File: src/rtl/core/rsms_pkg.sv
// Shared types, microcode encoding and control program of the rotated sorted minimum search.
package rsms_pkg;

   localparam int MAX_ELEMENTS_DEF = 1024;
   localparam int DATA_W = 32;
   localparam int STEP_W = 3;

   // Program steps.
   localparam logic [STEP_W-1:0] STEP_CHECK     = 3'd0;
   localparam logic [STEP_W-1:0] STEP_READ_LOW  = 3'd1;
   localparam logic [STEP_W-1:0] STEP_TEST_LOW  = 3'd2;
   localparam logic [STEP_W-1:0] STEP_NARROW    = 3'd3;
   localparam logic [STEP_W-1:0] STEP_FETCH_MIN = 3'd4;
   localparam logic [STEP_W-1:0] STEP_EMIT      = 3'd5;

   // Read address selects.
   localparam logic [1:0] RD_LOW  = 2'd0;
   localparam logic [1:0] RD_HIGH = 2'd1;
   localparam logic [1:0] RD_MID  = 2'd2;

   // Jump conditions.
   localparam logic [1:0] COND_NONE       = 2'd0;
   localparam logic [1:0] COND_ALWAYS     = 2'd1;
   localparam logic [1:0] COND_RANGE_DONE = 2'd2;
   localparam logic [1:0] COND_LOW_LESS   = 2'd3;

   typedef struct packed {
      logic signed [DATA_W-1:0] value;
      logic                     last;
   } req_word_type;

   typedef struct packed {
      logic signed [DATA_W-1:0] min_value;
      logic                     overflow;
   } rsp_word_type;

   typedef struct packed {
      logic              rd_en;
      logic [1:0]        rd_sel;
      logic              cap_high;
      logic              update;
      logic              emit;
      logic              finish;
      logic [1:0]        cond;
      logic [STEP_W-1:0] target;
   } ctrl_word_type;

   typedef struct packed {
      logic range_done;
      logic low_less;
   } flags_type;

   function automatic ctrl_word_type ucode(input logic [STEP_W-1:0] step);
      ctrl_word_type cw;
      cw = '0;
      unique case (step)
         STEP_CHECK: begin
            cw.rd_en  = 1'b1;
            cw.rd_sel = RD_HIGH;
            cw.cond   = COND_RANGE_DONE;
            cw.target = STEP_FETCH_MIN;
         end
         STEP_READ_LOW: begin
            cw.rd_en    = 1'b1;
            cw.rd_sel   = RD_LOW;
            cw.cap_high = 1'b1;
         end
         STEP_TEST_LOW: begin
            cw.rd_en  = 1'b1;
            cw.rd_sel = RD_MID;
            cw.cond   = COND_LOW_LESS;
            cw.target = STEP_FETCH_MIN;
         end
         STEP_NARROW: begin
            cw.update = 1'b1;
            cw.cond   = COND_ALWAYS;
            cw.target = STEP_CHECK;
         end
         STEP_FETCH_MIN: begin
            cw.rd_en  = 1'b1;
            cw.rd_sel = RD_LOW;
         end
         STEP_EMIT: begin
            cw.emit   = 1'b1;
            cw.finish = 1'b1;
         end
         default: begin
            cw.finish = 1'b1;
         end
      endcase
      return cw;
   endfunction

endpackage

File: src/rtl/core/rsms_sequencer.sv
// Step counter and microcode lookup that drive the search datapath.
module rsms_sequencer (
   input  logic                   clock,
   input  logic                   reset,
   input  logic                   launch,
   input  rsms_pkg::flags_type     flags,
   output rsms_pkg::ctrl_word_type ctrl,
   output logic                   busy
);
   import rsms_pkg::*;

   logic              active_ff, active_in;
   logic [STEP_W-1:0] step_ff, step_in;
   ctrl_word_type     cw;
   logic              taken;

   always_comb begin
      cw = ucode(step_ff);
      unique case (cw.cond)
         COND_NONE:       taken = 1'b0;
         COND_ALWAYS:     taken = 1'b1;
         COND_RANGE_DONE: taken = flags.range_done;
         COND_LOW_LESS:   taken = flags.low_less;
         default:         taken = 1'b0;
      endcase

      active_in = active_ff;
      step_in   = step_ff;
      if (active_ff) begin
         if (cw.finish) begin
            active_in = 1'b0;
         end
         step_in = taken ? cw.target : step_ff + 1'b1;
      end else if (launch) begin
         active_in = 1'b1;
         step_in   = STEP_CHECK;
      end
   end

   always_ff @(posedge clock) begin
      if (reset) begin
         active_ff <= 1'b0;
         step_ff   <= STEP_CHECK;
      end else begin
         active_ff <= active_in;
         step_ff   <= step_in;
      end
   end

   assign ctrl = active_ff ? cw : '0;
   assign busy = active_ff;

endmodule

File: config.mk
export PLATFORM = sky130hd
export DESIGN_NAME = rsms_sequencer
export DESIGN_NICKNAME = d
export VERILOG_FILES = /design/src/rtl/core/rsms_pkg.sv /design/src/rtl/core/rsms_sequencer.sv
export SDC_FILE = /design/constraint.sdc
export NUM_CORES = 1
export LEC_CHECK = 0
export BUFFER_PORTS_ARGS = -buffer_cell sky130_fd_sc_hd__buf_2
export CORE_AREA = 2 2 39 41
export DETAILED_ROUTE_END_ITERATION = 16
export DIE_AREA = 0 0 41 43
export MAX_ROUTING_LAYER = met4
export PLACE_DENSITY = 0.63
export SLEW_MARGIN = 10
export SYNTH_ARGS = -nofsm -noshare
export SYNTH_HDL_FRONTEND = slang
export SYNTH_SLANG_ARGS = --single-unit
File: constraint.sdc
create_clock -name clock -period 1.35 [get_ports clock]
set_input_delay 0.27 -clock clock [delete_from_list [all_inputs] [get_ports clock]]
set_output_delay 0.27 -clock clock [all_outputs]
set_load 0.05 [all_outputs]
==> results of run 1 <==
-- through the flow --
stage / hold WS, ns / cell area (um^2) / setup WS (ns) / power [W] / util (%)
floorplan: 0.339 / 445 / -0.347 / 0.000278 / -
global placement: 0.527 / 601 / -0.186 / 0.000320 / 43.4
detailed placement: 0.528 / 601 / -0.202 / 0.000323 / 43.4
CTS: 0.281 / 769 / -0.342 / 0.000520 / 55.6
global route: 0.287 / 838 / -0.409 / 0.000570 / 60.6
finish: 0.292 / 838 / -0.334 / 0.000539 / 60.6
-- layer usage --
layer	GRT usage, %	up-vias
met2	28.4	12
met5	-	-
met1	12.9	225
li1	-	236
met3	3.14	2
met4	8.00	0
-- synth_stat cells (2+ instances only) --
master / number / area, um^2
nor3_1: 3 / 15.0
dfxtp_1: 4 / 80.1
ha_1: 5 / 62.6
inv_1: 3 / 11.3
and3_2: 4 / 30.0
o21ai_0: 2 / 10.0
nand2_1: 4 / 15.0
buf_4: 3 / 22.5
nor2_1: 7 / 26.3
-- sequential cells by signal, summed over array words and instances, names as in the netlist --
signal and flops:
busy 1, step_ff 3
-- power by group --
part,internal [W],leakage (nW),total (W),switching [W]
sequential,0.000124,0.0353,0.000134,0.0000106
combinational,0.000106,0.332,0.000251,0.000145
clock,0.0000998,0.0138,0.000154,0.0000539
-- final timing paths --
path              slack (ns)         end        from  depth (start not counted)
setup / recovery       -0.33    ctrl[11]  step_ff[0]                          8
hold / removal          0.29        busy       reset                          2
hold reg to reg         0.64  step_ff[0]  step_ff[0]                          2
setup reg to reg       -0.03  step_ff[1]  step_ff[1]                          7
-- logic make-up (layout without fill, tap and decap cells) --
group	after synthesis	count (layout)	share of synthesized area (%)
AND/OR/NAND/NOR	24	24	33.3
buffers and inverters	8	41	10.7
flip-flops	4	4	20.1
AO/OA/AOI/OAI	8	8	19.2
other	1	2	0.942
adder cells (fa/ha/maj)	5	5	15.7
-- worst max-delay path: cells and delay by family, from the launching register on --
kind	cells	cell delay [ns]
adder cells (fa/ha/maj)	1	0.16
buffers and inverters	3	0.33
flip-flops	1	0.38
AND/OR/NAND/NOR	4	0.32
-- layout make-up --
class	count	area, um^2	share of cell area [%]
Multi-Input combinational cell	39	377	44.9
Clock buffer	3	22.5	2.69
Sequential cell	4	92.6	11.0
Tap cell	16	20.0	2.39
Timing Repair Buffer	34	305	36.4
Inverter	4	21.3	2.54
-- timing repair --
item                       4_1_cts  5_1_grt
gates resized for setup         32       10
setup buffers                    4        4
setup endpoints to repair       13       13
pin swaps                        4        6
==> out/results.ini, run 1 <==
[routing]
dr_wl_met3_um = 42
wl_met1_um = 453
top_layer = met4
vias = 475
totalWireLength_mm = 1.22
dr_wl_met2_um = 720
wl_per_cell_um = 12.2
ant_nets = 0
drcViolationCount = 0
dr.pass1.iters = 2
via_per_inst = 4.75
initialDrtViolationCount = 1

[finish]
final_common_cell = buf_4
layout_common_cells = buf_4 (16), buf_6 (8), buf_2 (6), nor2_1 (5)
stdcell_count = 100
nNetsFinal = 96
area_delta_synth_final_pct = 111
layout-drive-gt1-share_pct = 76.2
fillerInstances = 109
diodes = 0

[die]
die_h_um = 43
die_area_um2 = 1760
start_util_pct = 28.8
core_um2 = 1380
rows = 14
die_x_um = 41
io_pins = 18

[critical_path]
worst_setup_path_end_kind = primary output
cpPeakStageDelay_ns = 0.38
crit_top_cell = nor2_1
critPathKind = flip-flop to primary output
crit_fanout = 4
crit_required_ns = 1.08
worstPathArrival_ns = 1.41
cp_slowest_cell = dfxtp_4
crit_chain = inv_4, ha_4, buf_4, nor2_1, nor2_1, nor2_1, nor2_2, buf_6
startpoint_type = flip-flop

[global_routing]
overflow = 0
grtUsageTotal_pct = 15.3
antenna_found_initial = 0
first_global_vias = 443
grt_max_degree = 8
grt_pass1_wl_mm = 1.79

[synth]
yosysWarnings = 0
synth_edf_count = 0
synth_area_um2 = 398
async_reset_ff_share_pct = 0
ys_seq_area_share_pct = 20.1
synthFlopType = dfxtp_1
avgSynthCellArea_um2 = 7.96
synth_cells = 50
ys_seq_elements = 4
synth.distinct_cells = 24

[power]
ir_drop_uv = 391
power_per_cell_area_nw_per_um2 = 643
power_leakage_nw = 0.381

[sta]
slew_viol_final = 0
fin_crit_sh_pct = 125
rsz0062_at_grt = yes
worst_slack_ns = -0.334
max_freq_mhz = 594
timing.final.crit_period_ns = 1.68
fin_worst_skew_ns = 0.00390
setup_viol = 13
finalHoldViolCount = 0
tns_ns = -2.03

[clock_tree]
numCtsBuffers = 3
ctsHoldBuffers = 0
clock_latency_ns = 0.24
cts_tree = built
cts_root_buf = clkbuf_4
cts_sinks = 4
cts.path.max_buffers = 2
clk_pin_slew_ns = 0.04
cts.htree.levels = 1

[placed_design]
io_buffers = 15
gp_congestion = 0.711
dp_hpwl_um = 857
placed_cells = 91

[hold_path]
min_path_type = primary input to flip-flop

[outcome]
violations = setup timing
status = complete, but fails checks

[flow_run]
max_cap_violations = 0

Power figures use the tool's default switching activity.
==> run 2, diff against run 1 <==
--- a/config.mk
+++ b/config.mk
@@ -11,6 +11,7 @@
 export DIE_AREA = 0 0 41 43
 export MAX_ROUTING_LAYER = met4
 export PLACE_DENSITY = 0.63
+export SETUP_SLACK_MARGIN = 0.3
 export SLEW_MARGIN = 10
 export SYNTH_ARGS = -nofsm -noshare
 export SYNTH_HDL_FRONTEND = slang
==> out/results.ini, run 2 (synthesis results as in run 1) <==
[die]
die_h_um = 43
start_util_pct = 28.8
rows = 14
die_area_um2 = 1760
core_um2 = 1380
die_x_um = 41
io_pins = 18

[routing]
dr.pass1.iters = 2
dr_wl_met3_um = 41
vias = 432
ant_nets = 0
totalWireLength_mm = 1.14
wl_per_cell_um = 12.2
initialDrtViolationCount = 5
via_per_inst = 4.65
top_layer = met4
dr_wl_met2_um = 655
drcViolationCount = 0
wl_met1_um = 428

[power]
power_per_cell_area_nw_per_um2 = 625
power_leakage_nw = 0.358
ir_drop_uv = 365
p_total_w = 0.000520

[sta]
max_freq_mhz = 598
finalHoldViolCount = 0
rsz0062_at_grt = yes
fin_crit_sh_pct = 124
worst_slack_ns = -0.321
timing.final.crit_period_ns = 1.67
setup_viol = 13
slew_viol_final = 0
fin_worst_skew_ns = 0.00364

[clock_tree]
clk_pin_slew_ns = 0.04
cts_tree = built
numCtsBuffers = 3
cts.path.max_buffers = 2
cts_root_buf = clkbuf_4
cts.htree.levels = 1
clock_latency_ns = 0.23
ctsHoldBuffers = 0
cts_sinks = 4

[finish]
stdcell_area_um2 = 831
fillerInstances = 119
diodes = 0
layout_common_cells = buf_6 (8), buf_4 (8), buf_8 (6), ha_4 (5), buf_2 (5)
stdcell_count = 93
area_delta_synth_final_pct = 109
largest_reg_flops = 3
layout-drive-gt1-share_pct = 76.6
nNetsFinal = 89
multi_input_area_um2 = 410
largest_register = step_ff
final-seq-area_um2 = 92.6

[global_routing]
grt_pass1_wl_mm = 1.67
overflow = 0
grt_max_degree = 9
antenna_found_initial = 0
first_global_vias = 444
grtUsageTotal_pct = 14.8

[placed_design]
placed_cells = 86
dp_hpwl_um = 838
postPlaceCellArea_um2 = 591
gp_congestion = 0.834
io_buffers = 15

[critical_path]
crit_fanout = 4
critPathKind = flip-flop to primary output
startpoint_type = flip-flop
crit_required_ns = 1.08
worst_setup_path_end_kind = primary output
worstPathArrival_ns = 1.40

[outcome]
violations = setup timing
status = complete, but fails checks

[flow_run]
max_cap_violations = 0

[hold_path]
min_path_type = primary input to flip-flop

## run 2: changes by cell type in the layout (fill, tap and decap cells not counted), sizes merged
| cell | change |
|---|---|
| buf | -7 |
| clkinvlp | -1 |
| inv | +1 |
## run 2: worst max-delay path: stages, from the launching register on
cell	delay (ns)
dfxtp_4	0.36
ha_4	0.16
ha_4	0.15
and2_4	0.13
or2_4	0.23
buf_8	0.15
## run 2: worst paths after layout
check        depth (start not counted)  slack [ns]          to  startpoint
max                                  5       -0.32     ctrl[3]  step_ff[0]
min                                  2        0.29        busy       reset
max reg2reg                          7       -0.07  step_ff[0]  step_ff[0]
min reg2reg                          2        0.66  step_ff[0]  step_ff[0]
## run 2: layout make-up
class                           instances  share of cell area, %
Sequential cell                         4                   11.1
Clock buffer                            3                   2.71
Inverter                                4                   2.41
Timing Repair Buffer                   27                   31.9
Tap cell                               16                   2.41
Multi-Input combinational cell         39                   49.4
## run 2: per-layer routing
metal  vias to the layer above  track usage [%]
li1                        223                -
met1                       197             14.8
met2                        10             23.1
met3                         2             2.09
met4                         0             13.3
met5                         -                -
## run 2: what timing repair did
action                                  4_1_cts  5_1_grt
gates resized for setup                      26       26
endpoints found under the setup margin       15       15
hold endpoints to repair                      0        0
setup buffers                                 1        3
pin swaps                                     7        7
## run 2: per-stage QoR
| stage | hold WS [ns] | worst slack (ns) | setup TNS (ns) | utilization (%) |
|---|---|---|---|---|
| floorplan | 0.339 | -0.347 | -1.47 | - |
| global placement | 0.520 | -0.152 | -0.579 | 42.7 |
| detailed placement | 0.535 | -0.158 | -0.681 | 42.7 |
| CTS | 0.282 | -0.340 | -2.06 | 50.9 |
| global route | 0.285 | -0.356 | -2.44 | 60.0 |
| finish | 0.285 | -0.321 | -1.74 | 60.0 |
## run 2: report_power, final
group          total [W]  switching, W  internal (W)
sequential      0.000135     0.0000110      0.000124
combinational   0.000242      0.000145     0.0000970
clock           0.000143     0.0000440     0.0000991
total           0.000520      0.000200      0.000320
